<file path="src/sv/slfr_pkg.sv">
// Shared types and constants for the sync/length frame receiver.
// Used by every module of the block; depends on nothing else.
`default_nettype none

package slfr_pkg;

    // Default upper bound on the accepted payload length
    localparam int PAYLOAD_LIMIT_DEF = 512;

    // Depth of the queue between the parser and the result stage
    localparam int QUEUE_DEPTH = 2;

    // Length bytes are sent with this offset added
    localparam logic [7:0] LEN_OFFSET = 8'h20;

    // Reset values of the configuration registers
    localparam logic [7:0] SYNC_VALUE_RST  = 8'd1;
    localparam logic [9:0] MAX_PAYLOAD_RST = 10'd512;

    // Configuration register indexes
    localparam logic REG_SYNC_VALUE  = 1'b0;
    localparam logic REG_MAX_PAYLOAD = 1'b1;

    // Frame status codes
    localparam logic [1:0] ST_NONE = 2'd0;
    localparam logic [1:0] ST_OK   = 2'd1;
    localparam logic [1:0] ST_BAD  = 2'd2;

    // Classification of one received byte
    localparam logic [1:0] KIND_NONE    = 2'd0;
    localparam logic [1:0] KIND_PAYLOAD = 2'd1;
    localparam logic [1:0] KIND_CHECK   = 2'd2;

    // One classified byte, handed from the parser to the result stage
    typedef struct packed {
        logic [1:0] kind;
        logic [7:0] data;
        logic [7:0] check;
        logic [7:0] ftype;
        logic [9:0] length;
        logic [8:0] index;
    } slfr_item_t;

endpackage

`default_nettype wire

</file>
<file path="src/sv/sync_length_frame_receiver_unit.sv">
// Top level of the sync/length frame receiver: configuration registers
// and the parser, queue and result stage. Depends on slfr_pkg and slfr_*.
//
// Frame receiver taking one byte per transfer on the byte channel and giving
// exactly one result per byte on the result channel. It hunts for the sync
// byte, then reads a type byte and a little-endian length (each byte sent
// with 0x20 added), passes payload bytes out with their index, and reports
// the XOR checksum outcome on the final byte. Bytes are accepted at one per
// clock while the queue is not full, and the parser updates its state once
// per accepted byte. A result passes through the queue and then the output
// register before it is offered, and a two-entry queue lets the byte side
// keep going while a result waits for the sink.
// Configuration is over APB: sync_value at 0x0, max_payload at 0x4; write
// only while the block is idle.
`default_nettype none

module sync_length_frame_receiver_unit
    import slfr_pkg::*;
#(
    parameter int PAYLOAD_LIMIT = PAYLOAD_LIMIT_DEF
)
(
    input  wire logic        clk,
    input  wire logic        rst_n,
    // APB configuration
    input  wire logic        psel,
    input  wire logic        penable,
    input  wire logic        pwrite,
    input  wire logic [2:0]  paddr,
    input  wire logic [31:0] pwdata,
    output logic [31:0]      prdata,
    output logic             pready,
    // received bytes
    input  wire logic        byte_valid,
    output logic             byte_stall,
    input  wire logic [7:0]  rx_byte,
    // results
    output logic             result_valid,
    input  wire logic        result_stall,
    output logic [1:0]       frame_status,
    output logic [7:0]       frame_type,
    output logic [9:0]       frame_length,
    output logic             payload_valid,
    output logic [7:0]       payload_byte,
    output logic [8:0]       payload_index
);

    logic [7:0] sync_value_reg;
    logic [9:0] max_payload_reg;
    logic       reg_sel;
    logic       cfg_write;

    slfr_item_t front_item, head_item;
    logic       q_full, q_empty, q_pop, take;

    // Configuration registers
    assign pready    = 1'b1;
    assign reg_sel   = paddr[2];
    assign cfg_write = psel && penable && pwrite;

    always_ff @(posedge clk or negedge rst_n)
    begin
        if (!rst_n)
        begin
            sync_value_reg  <= SYNC_VALUE_RST;
            max_payload_reg <= MAX_PAYLOAD_RST;
        end
        else if (cfg_write)
        begin
            if (reg_sel == REG_SYNC_VALUE)
                sync_value_reg <= pwdata[7:0];
            else
                max_payload_reg <= pwdata[9:0];
        end
    end

    always_comb
    begin
        case (reg_sel)
            REG_SYNC_VALUE:  prdata = {24'd0, sync_value_reg};
            REG_MAX_PAYLOAD: prdata = {22'd0, max_payload_reg};
            default:         prdata = '0;
        endcase
    end

    // Byte channel transfer
    assign byte_stall = q_full;
    assign take       = byte_valid && !q_full;

    slfr_front #(
        .PAYLOAD_LIMIT (PAYLOAD_LIMIT)
    ) u_front (
        .clk         (clk),
        .rst_n       (rst_n),
        .sync_value  (sync_value_reg),
        .max_payload (max_payload_reg),
        .take        (take),
        .rx_byte     (rx_byte),
        .item        (front_item)
    );

    slfr_queue u_queue (
        .clk       (clk),
        .rst_n     (rst_n),
        .push      (take),
        .push_item (front_item),
        .pop       (q_pop),
        .head_item (head_item),
        .full      (q_full),
        .empty     (q_empty)
    );

    slfr_back u_back (
        .clk           (clk),
        .rst_n         (rst_n),
        .q_empty       (q_empty),
        .q_item        (head_item),
        .q_pop         (q_pop),
        .result_valid  (result_valid),
        .result_stall  (result_stall),
        .frame_status  (frame_status),
        .frame_type    (frame_type),
        .frame_length  (frame_length),
        .payload_valid (payload_valid),
        .payload_byte  (payload_byte),
        .payload_index (payload_index)
    );

endmodule

`default_nettype wire

</file>
<file path="src/sv/slfr_front.sv">
// Parser front end: tracks the frame phase, runs the checksum and
// classifies each received byte. Depends on slfr_pkg.
`default_nettype none

module slfr_front
    import slfr_pkg::*;
#(
    parameter int PAYLOAD_LIMIT = PAYLOAD_LIMIT_DEF
)
(
    input  wire logic       clk,
    input  wire logic       rst_n,
    input  wire logic [7:0] sync_value,
    input  wire logic [9:0] max_payload,
    input  wire logic       take,
    input  wire logic [7:0] rx_byte,
    output slfr_item_t      item
);

    localparam int LEN_W = $clog2(PAYLOAD_LIMIT + 1);

    // Phase codes
    localparam logic [2:0] PH_HUNT    = 3'd0;
    localparam logic [2:0] PH_TYPE    = 3'd1;
    localparam logic [2:0] PH_LEN     = 3'd2;
    localparam logic [2:0] PH_PAYLOAD = 3'd3;
    localparam logic [2:0] PH_CHECK   = 3'd4;

    logic [2:0]       phase_reg, phase_next;
    logic [7:0]       type_reg, type_next;
    logic [7:0]       low_reg, low_next;
    logic             step_reg, step_next;
    logic [LEN_W-1:0] len_reg, len_next;
    logic [LEN_W-1:0] cnt_reg, cnt_next;
    logic [7:0]       check_reg, check_next;

    logic [7:0]       lo_dec, hi_dec;
    logic [15:0]      len_rx;
    logic             len_over;
    logic [LEN_W-1:0] cnt_inc;
    logic [15:0]      len_wide, cnt_wide;

    // Length decode and limit check
    assign lo_dec   = low_reg - LEN_OFFSET;
    assign hi_dec   = rx_byte - LEN_OFFSET;
    assign len_rx   = {hi_dec, lo_dec};
    assign len_over = (len_rx > 16'(max_payload)) || (len_rx > 16'(PAYLOAD_LIMIT));
    assign cnt_inc  = cnt_reg + LEN_W'(1);
    assign len_wide = 16'(len_reg);
    assign cnt_wide = 16'(cnt_reg);

    // Next state and classification
    always_comb
    begin
        phase_next = phase_reg;
        type_next  = type_reg;
        low_next   = low_reg;
        step_next  = step_reg;
        len_next   = len_reg;
        cnt_next   = cnt_reg;
        check_next = check_reg;
        item       = '0;
        item.kind  = KIND_NONE;

        case (phase_reg)
            PH_TYPE:
            begin
                type_next  = rx_byte;
                check_next = rx_byte;
                step_next  = 1'b0;
                cnt_next   = '0;
                phase_next = PH_LEN;
            end
            PH_LEN:
            begin
                if (!step_reg)
                begin
                    low_next  = rx_byte;
                    step_next = 1'b1;
                end
                else
                begin
                    len_next   = len_rx[LEN_W-1:0];
                    step_next  = 1'b0;
                    cnt_next   = '0;
                    check_next = check_reg ^ lo_dec ^ hi_dec;
                    if (len_rx == 16'd0)
                        phase_next = PH_CHECK;
                    else if (len_over)
                        phase_next = PH_HUNT;
                    else
                        phase_next = PH_PAYLOAD;
                end
            end
            PH_PAYLOAD:
            begin
                item.kind  = KIND_PAYLOAD;
                item.data  = rx_byte;
                item.index = cnt_wide[8:0];
                check_next = check_reg ^ rx_byte;
                cnt_next   = cnt_inc;
                if (cnt_inc == len_reg)
                    phase_next = PH_CHECK;
            end
            PH_CHECK:
            begin
                item.kind   = KIND_CHECK;
                item.data   = rx_byte;
                item.check  = check_reg;
                item.ftype  = type_reg;
                item.length = len_wide[9:0];
                phase_next  = PH_HUNT;
            end
            default:
            begin
                // hunting, and any unused code
                phase_next = (rx_byte == sync_value) ? PH_TYPE : PH_HUNT;
            end
        endcase
    end

    // State registers, updated once per accepted byte
    always_ff @(posedge clk or negedge rst_n)
    begin
        if (!rst_n)
        begin
            phase_reg <= PH_HUNT;
            type_reg  <= '0;
            low_reg   <= '0;
            step_reg  <= 1'b0;
            len_reg   <= '0;
            cnt_reg   <= '0;
            check_reg <= '0;
        end
        else if (take)
        begin
            phase_reg <= phase_next;
            type_reg  <= type_next;
            low_reg   <= low_next;
            step_reg  <= step_next;
            len_reg   <= len_next;
            cnt_reg   <= cnt_next;
            check_reg <= check_next;
        end
    end

endmodule

`default_nettype wire

</file>
<file path="src/sv/slfr_queue.sv">
// Short FIFO of classified bytes between parser and result stage.
// Depends on slfr_pkg.
`default_nettype none

module slfr_queue
    import slfr_pkg::*;
(
    input  wire logic       clk,
    input  wire logic       rst_n,
    input  wire logic       push,
    input  wire slfr_item_t push_item,
    input  wire logic       pop,
    output slfr_item_t      head_item,
    output logic            full,
    output logic            empty
);

    localparam int PTR_W = $clog2(QUEUE_DEPTH);
    localparam int CNT_W = $clog2(QUEUE_DEPTH + 1);

    slfr_item_t       mem [QUEUE_DEPTH];
    logic [PTR_W-1:0] wr_ptr_reg, rd_ptr_reg;
    logic [CNT_W-1:0] count_reg;

    assign full      = (count_reg == CNT_W'(QUEUE_DEPTH));
    assign empty     = (count_reg == '0);
    assign head_item = mem[rd_ptr_reg];

    // Storage
    always_ff @(posedge clk)
    begin
        if (push)
            mem[wr_ptr_reg] <= push_item;
    end

    // Pointers and fill count
    always_ff @(posedge clk or negedge rst_n)
    begin
        if (!rst_n)
        begin
            wr_ptr_reg <= '0;
            rd_ptr_reg <= '0;
            count_reg  <= '0;
        end
        else
        begin
            if (push)
                wr_ptr_reg <= (wr_ptr_reg == PTR_W'(QUEUE_DEPTH - 1)) ? '0
                                                                       : wr_ptr_reg + PTR_W'(1);
            if (pop)
                rd_ptr_reg <= (rd_ptr_reg == PTR_W'(QUEUE_DEPTH - 1)) ? '0
                                                                       : rd_ptr_reg + PTR_W'(1);
            if (push && !pop)
                count_reg <= count_reg + CNT_W'(1);
            else if (pop && !push)
                count_reg <= count_reg - CNT_W'(1);
        end
    end

endmodule

`default_nettype wire

</file>
<file path="src/sv/slfr_back.sv">
// Result stage: compares the checksum, forms the result fields and
// holds them in the output register. Depends on slfr_pkg.
`default_nettype none

module slfr_back
    import slfr_pkg::*;
(
    input  wire logic       clk,
    input  wire logic       rst_n,
    input  wire logic       q_empty,
    input  wire slfr_item_t q_item,
    output logic            q_pop,
    output logic            result_valid,
    input  wire logic       result_stall,
    output logic [1:0]      frame_status,
    output logic [7:0]      frame_type,
    output logic [9:0]      frame_length,
    output logic            payload_valid,
    output logic [7:0]      payload_byte,
    output logic [8:0]      payload_index
);

    logic       valid_reg;
    logic [1:0] status_reg, status_next;
    logic [7:0] type_reg, type_next;
    logic [9:0] length_reg, length_next;
    logic       pvalid_reg, pvalid_next;
    logic [7:0] pbyte_reg, pbyte_next;
    logic [8:0] pindex_reg, pindex_next;

    // Load when the output register is free or its transfer completes
    assign q_pop = !q_empty && (!valid_reg || !result_stall);

    // Build result fields from the classified byte
    always_comb
    begin
        status_next = ST_NONE;
        type_next   = '0;
        length_next = '0;
        pvalid_next = 1'b0;
        pbyte_next  = '0;
        pindex_next = '0;
        case (q_item.kind)
            KIND_PAYLOAD:
            begin
                pvalid_next = 1'b1;
                pbyte_next  = q_item.data;
                pindex_next = q_item.index;
            end
            KIND_CHECK:
            begin
                status_next = (q_item.data == q_item.check) ? ST_OK : ST_BAD;
                type_next   = q_item.ftype;
                length_next = q_item.length;
            end
            default:
            begin
                status_next = ST_NONE;
            end
        endcase
    end

    // Output valid
    always_ff @(posedge clk or negedge rst_n)
    begin
        if (!rst_n)
            valid_reg <= 1'b0;
        else if (q_pop)
            valid_reg <= 1'b1;
        else if (!result_stall)
            valid_reg <= 1'b0;
    end

    // Output payload
    always_ff @(posedge clk)
    begin
        if (q_pop)
        begin
            status_reg <= status_next;
            type_reg   <= type_next;
            length_reg <= length_next;
            pvalid_reg <= pvalid_next;
            pbyte_reg  <= pbyte_next;
            pindex_reg <= pindex_next;
        end
    end

    assign result_valid  = valid_reg;
    assign frame_status  = status_reg;
    assign frame_type    = type_reg;
    assign frame_length  = length_reg;
    assign payload_valid = pvalid_reg;
    assign payload_byte  = pbyte_reg;
    assign payload_index = pindex_reg;

endmodule

`default_nettype wire

</file>
<file path="config.mk">
export PLATFORM = sky130hd
export DESIGN_NAME = sync_length_frame_receiver_unit
export DESIGN_NICKNAME = d
export VERILOG_FILES = /design/src/sv/slfr_pkg.sv /design/src/sv/sync_length_frame_receiver_unit.sv /design/src/sv/slfr_front.sv /design/src/sv/slfr_queue.sv /design/src/sv/slfr_back.sv
export SDC_FILE = /design/constraint.sdc
export NUM_CORES = 1
export LEC_CHECK = 0
export ABC_AREA = 1
export BUFFER_PORTS_ARGS = -buffer_cell sky130_fd_sc_hd__buf_2
export CAP_MARGIN = 20
export CORE_MARGIN = 3
export CORE_UTILIZATION = 40
export DETAILED_ROUTE_END_ITERATION = 10
export HOLD_SLACK_MARGIN = 0.15
export PLACE_DENSITY_LB_ADDON = 0.3
export SLEW_MARGIN = 20
export SYNTH_ARGS = -nofsm -noshare
export SYNTH_HDL_FRONTEND = slang
export SYNTH_SLANG_ARGS = --single-unit
</file>
<file path="constraint.sdc">
create_clock -name clk -period 4.5 [get_ports clk]
set_input_delay 0.45 -clock clk [delete_from_list [all_inputs] [get_ports clk]]
set_output_delay 0.45 -clock clk [all_outputs]
set_load 0.05 [all_outputs]
</file>
==> impl.org <==
** STA
- The number of hold-slack violations in the final timing report is 0.
- The routed design could run at a clock period as short as between 2000 and 3000 ps.
- At the pin with the least slew margin, the transition time is slightly below 900 ps.
- Clock skew on the completed layout was measured at around 13 ps.
- After layout, the worst path uses 62.0% of the clock period.
- Slew Limit Headroom :: 40.4%
- For this run, the top clock speed supported by timing is 0.358 GHz.
- Setup violations remaining at the end of the flow were counted as 0.
- Setup total negative slack on the finished layout was measured at 0 ps.
- Setup repair after global routing missed its margin :: false
- The final number of max-transition violations came to 0.

** Global route
- The via count of the first global-routing pass is between 5000 and 6000.
- The first global-routing pass estimated 30700 um of wire.
- Overflow left after global routing :: 0
- In the global route stage, overall resource usage came out at ~16%.
- Largest net degree at the start of global routing :: 54
- The initial antenna violation count is 0.

** Worst setup path
- For the worst flop-to-flop path, the logic depth is 18.
- The most critical setup path has its startpoint at u_front.low_reg[5]$_DFFE_PN0P_.
- The worst setup path is launched from a flop.
- The worst register-to-register path ends at u_front.phase_reg[0]$_DFFE_PN0P_.
- Category of cells accounting for the largest share of critical-path delay :: simple AND/OR/NAND/NOR gates
- Counting both buffers and inverters, the worst setup path holds a total of 3.
- Class of the most critical setup path :: reg -> reg
- In this run the register-to-register setup slack is approximately 1700 ps.
- The worst register-to-register path begins at u_front.low_reg[5]$_DFFE_PN0P_.
- Setup crit end kind :: flop
- Crit-path most repeated cell :: sky130_fd_sc_hd__nand2_1
- CP Data Required Time :: 4820 ps
- Worst-path maximum fanout :: 6
- On the worst path, the slowest cell contributes a delay of around 490 ps.
- The signal on the critical path passes through inv_1 -> ha_1 -> xnor2_1 -> inv_1 -> ha_1 -> inv_1 -> a21oi_1 -> nand2_1 -> nor2_1 -> o21ai_0 -> nand2_1 -> nand2_1 -> nand2_1 -> nand2_1 -> nand2_1 -> nand2_1 -> nand2_1 -> nand2_1.
- Critical path arrival :: between 3000 and 4000 ps
- Library cell contributing the largest single delay on the critical path :: sky130_fd_sc_hd__dfrtp_1

** Run
- The tool flagged a number of max-cap violations equal to 0.

** Cells and area
- Commonest non-fill, non-tap cells in the layout :: sky130_fd_sc_hd__nand2_1, sky130_fd_sc_hd__edfxtp_1, sky130_fd_sc_hd__inv_1
- Synthesis-to-finish area growth :: 12.6%
- Flip-flop count of the largest register after layout :: 90
- Cell area after layout :: roughly 10000 sq um
- The library cell used most frequently in the layout, excluding fill and tap cells, is sky130_fd_sc_hd__nand2_1.
- Share of layout cells above drive strength 1 :: about an eighth
- Total number of nets in the final design :: 1034
- Fill cell instance count of the final layout :: between 2000 and 2500
- Antenna Cells :: 0
- Top register by number of flip-flops :: u_queue.mem

** Yosys
- After technology mapping, the gate count stands at between 800 and 900.
- The synthesized netlist devotes approximately 7.2% of its cell area to compound gates.
- Top-area cell type share of the netlist area :: around 43%
- Yosys reg bits :: about 200
- Portion of the post-synthesis area used by sequential elements :: roughly 62%
- Of the total synthesized cell area, the portion taken by AND, OR, NAND and NOR gates is 16.6%.
- A synthesized cell averages about 10 sq um.
- Post-Syn Area :: roughly 9000 sq um
- Share of synthesized area spent on multiplexers :: 1.11%
- The synthesized netlist contains 39 unique library cells.
- Area leader, netlist :: sky130_fd_sc_hd__edfxtp_1
- After synthesis, the largest family of logic cells by area is simple AND/OR/NAND/NOR gates.
- Biggest area contributors in the synthesized netlist :: sky130_fd_sc_hd__edfxtp_1, sky130_fd_sc_hd__dfrtp_1, sky130_fd_sc_hd__nand2_1, sky130_fd_sc_hd__inv_1, sky130_fd_sc_hd__o21ai_0
- Post-Synth Adder-Cell Area :: 1.80%
- The Yosys step of the flow raised 0 warnings.
- Post-synthesis xor/xnor area fraction :: under 10%

** Clock network
- Insertion delay to the later sink of the worst-skew pair :: ~440 ps
- The clock passes through at most 2 buffers.
- After clock tree synthesis, the clock-pin slew on the worst setup and hold paths is approximately 70 ps.
- Resize count post-CTS :: 0
- Total number of H-tree levels :: 4
- After clock tree synthesis, the setup repair step added 0 buffers.
- Clock tree synthesis found a total of about 200 sinks.
- TritonCTS built the clock tree.
- Root cell of the clock tree :: sky130_fd_sc_hd__clkbuf_16
- Buffers inserted during clock tree synthesis total 17.

** Routing
- Violation count after the first detailed-route iteration :: between 400 and 500
- Drt first pass iters :: 5
- Via total after detailed routing :: between 6000 and 7000
- The detail route stage leaves a number of antenna-violating nets equal to 0.
- Remaining design rule violation count :: 0
- Ratio of routed vias to standard cells :: between 4 and 5
- The routed design has 18800 um of wire.
- Post-detailed-route wirelength per cell :: ~15 um

** Placed design
- Port buffer count :: 75
- After detailed placement, the total cell area comes to around 9600 sq um.
- Summed over all nets, the half-perimeter wirelength after detailed placement is 12900 um.
- Final estimated routing congestion in global placement :: approximately 0.86

** Floorplan
- For this configuration, the core starts out at a cell density of between 40 and 50%.
- Placeable core region :: ~22000 sq um
- Number of top-level design ports :: ~120
- Site Rows :: between 50 and 60
- Die height :: 156 um
- In this run the horizontal extent of the chip is roughly 160 um.
- Die footprint :: between 20000 and 25000 sq um

** Min path
- The startpoint identified for the worst hold timing path is pwdata[9].
- Counting instances, the worst hold path has a depth of 3.
- Class of the tightest hold or removal check :: in -> reg
- Hold-critical path endpoint :: max_payload_reg[9]$_DFFE_PN1P_

** Power and ir drop
- Power density of the placed cells :: about 660 nW/um^2
- Summed over all cells, the static leakage comes to approximately 4.5 nW.
- Proportion of power drawn by combinational gates :: a little under two fifths
- The internal portion of the total power is 0.00391 W.
- In this run, the clock network consumes about a fifth of the power.
- The share of total power dissipated in sequential elements is about two fifths.
- Sw frac :: about two fifths
- Worst vdd ir :: 0.270 mV
- Net switching component of the power :: 0.00277 W

** Run status
- The flow ran to the end, and the final reports show no timing, DRC or antenna violations.
power groups by stage:
stage	sequential, W	combinational (W)	clock (W)
2_1_floorplan	0.00344	0.00127	0
3_3_place_gp	0.00281	0.00244	0
3_5_place_dp	0.00282	0.00248	0
4_1_cts	0.00278	0.00249	0.00145
5_1_grt	0.00283	0.00272	0.00153
6_report	0.00278	0.00247	0.00143
final cells by class:
class                   instances  area, sq um  share of cell area (%)
flip-flops and latches        199         5620                    55.3
multi-input cells             566         2810                    27.7
clock buffers                  22          454                    4.47
repair buffers                 83          438                    4.31
inverters                     104          393                    3.87
well taps                     280          350                    3.45
clock inverters                10         87.6                   0.862
cells in the mapped netlist:
cell type                  count
sky130_fd_sc_hd__o22ai_1       3
sky130_fd_sc_hd__nor2b_1       1
sky130_fd_sc_hd__nor2_1       80
sky130_fd_sc_hd__nand3_2       1
sky130_fd_sc_hd__buf_1         2
sky130_fd_sc_hd__o221ai_1      3
sky130_fd_sc_hd__dfstp_2       2
sky130_fd_sc_hd__nor2_4        3
sky130_fd_sc_hd__edfxtp_1    128
sky130_fd_sc_hd__clkbuf_1     11
sky130_fd_sc_hd__a21oi_1      35
sky130_fd_sc_hd__xor2_1       19
sky130_fd_sc_hd__o32ai_1       4
sky130_fd_sc_hd__buf_2         7
sky130_fd_sc_hd__nand2_2       1
sky130_fd_sc_hd__conb_1        2
sky130_fd_sc_hd__xnor2_1      16
sky130_fd_sc_hd__inv_2         1
sky130_fd_sc_hd__dfrtp_1      69
sky130_fd_sc_hd__nand2_4       1
sky130_fd_sc_hd__nand3_1      37
sky130_fd_sc_hd__buf_4        24
sky130_fd_sc_hd__inv_4         1
sky130_fd_sc_hd__o21ai_0      70
sky130_fd_sc_hd__a21o_1        1
sky130_fd_sc_hd__nand4_1       5
sky130_fd_sc_hd__nor2_2        4
sky130_fd_sc_hd__nor4_1        2
sky130_fd_sc_hd__or2_2         1
sky130_fd_sc_hd__o21bai_1      1
sky130_fd_sc_hd__ha_1         13
sky130_fd_sc_hd__mux2i_1      10
sky130_fd_sc_hd__buf_6         2
sky130_fd_sc_hd__o21ai_2       3
sky130_fd_sc_hd__and3_1        1
sky130_fd_sc_hd__nor3_1        5
sky130_fd_sc_hd__clkinv_1      3
sky130_fd_sc_hd__inv_1        99
sky130_fd_sc_hd__nand2_1     223
tightest hold or removal path, stage by stage:
cell	delay (ps)
sky130_fd_sc_hd__buf_2	100
sky130_fd_sc_hd__nor2_1	90
sky130_fd_sc_hd__a21oi_1	50
per-stage QoR:
stage	hold slack (ps)	utilization [%]	std cells	total power [W]	setup slack, ps
finish	254	46.1	1264	0.00668	1710
detailed placement	412	43.6	1231	0.00530	1750
CTS	240	46.1	1264	0.00673	1720
global route	277	46.1	1264	0.00708	1410
global placement	410	43.6	1231	0.00525	1760
floorplan	154	-	915	0.00471	1270
worst max-delay path by stage:
stage                                             endpoint  slack, ps  cells past startpoint
after floorplan                u_queue.mem[1][0]$_DFFE_PP_       1270                      5
final                     u_front.phase_reg[0]$_DFFE_PN0P_       1710                     18
after global routing      u_front.phase_reg[0]$_DFFE_PN0P_       1410                     18
after detailed placement  u_front.phase_reg[1]$_DFFE_PN0P_       1750                     18
after global placement    u_front.phase_reg[0]$_DFFE_PN0P_       1760                     18
after CTS                 u_front.phase_reg[1]$_DFFE_PN0P_       1720                     18
metal layers:
metal  vias to the layer above  global-route usage, %  part of all wire [%]
met5                         -                      0                     0
li1                       3052                      -                     -
met3                        16                   3.52                   6.0
met1                      2887                   22.4                    47
met2                       207                   25.4                    46
met4                         0                   4.67                   1.2
timing repair:
item,4_1_cts,5_1_grt
endpoints found under the setup margin,0,0
hold endpoints to repair,16,0
hold buffers,1,0
logic make-up (layout without fill, tap and decap cells):
family,after synthesis,count (layout)
AND/OR/NAND/NOR,365,365
flip-flops,199,199
buffers and inverters,150,219
AO/OA/AOI/OAI,120,120
XOR/XNOR,35,35
adder cells (fa/ha/maj),13,13
multiplexers,10,10
other,2,23
Power figures use the tool's default switching activity.
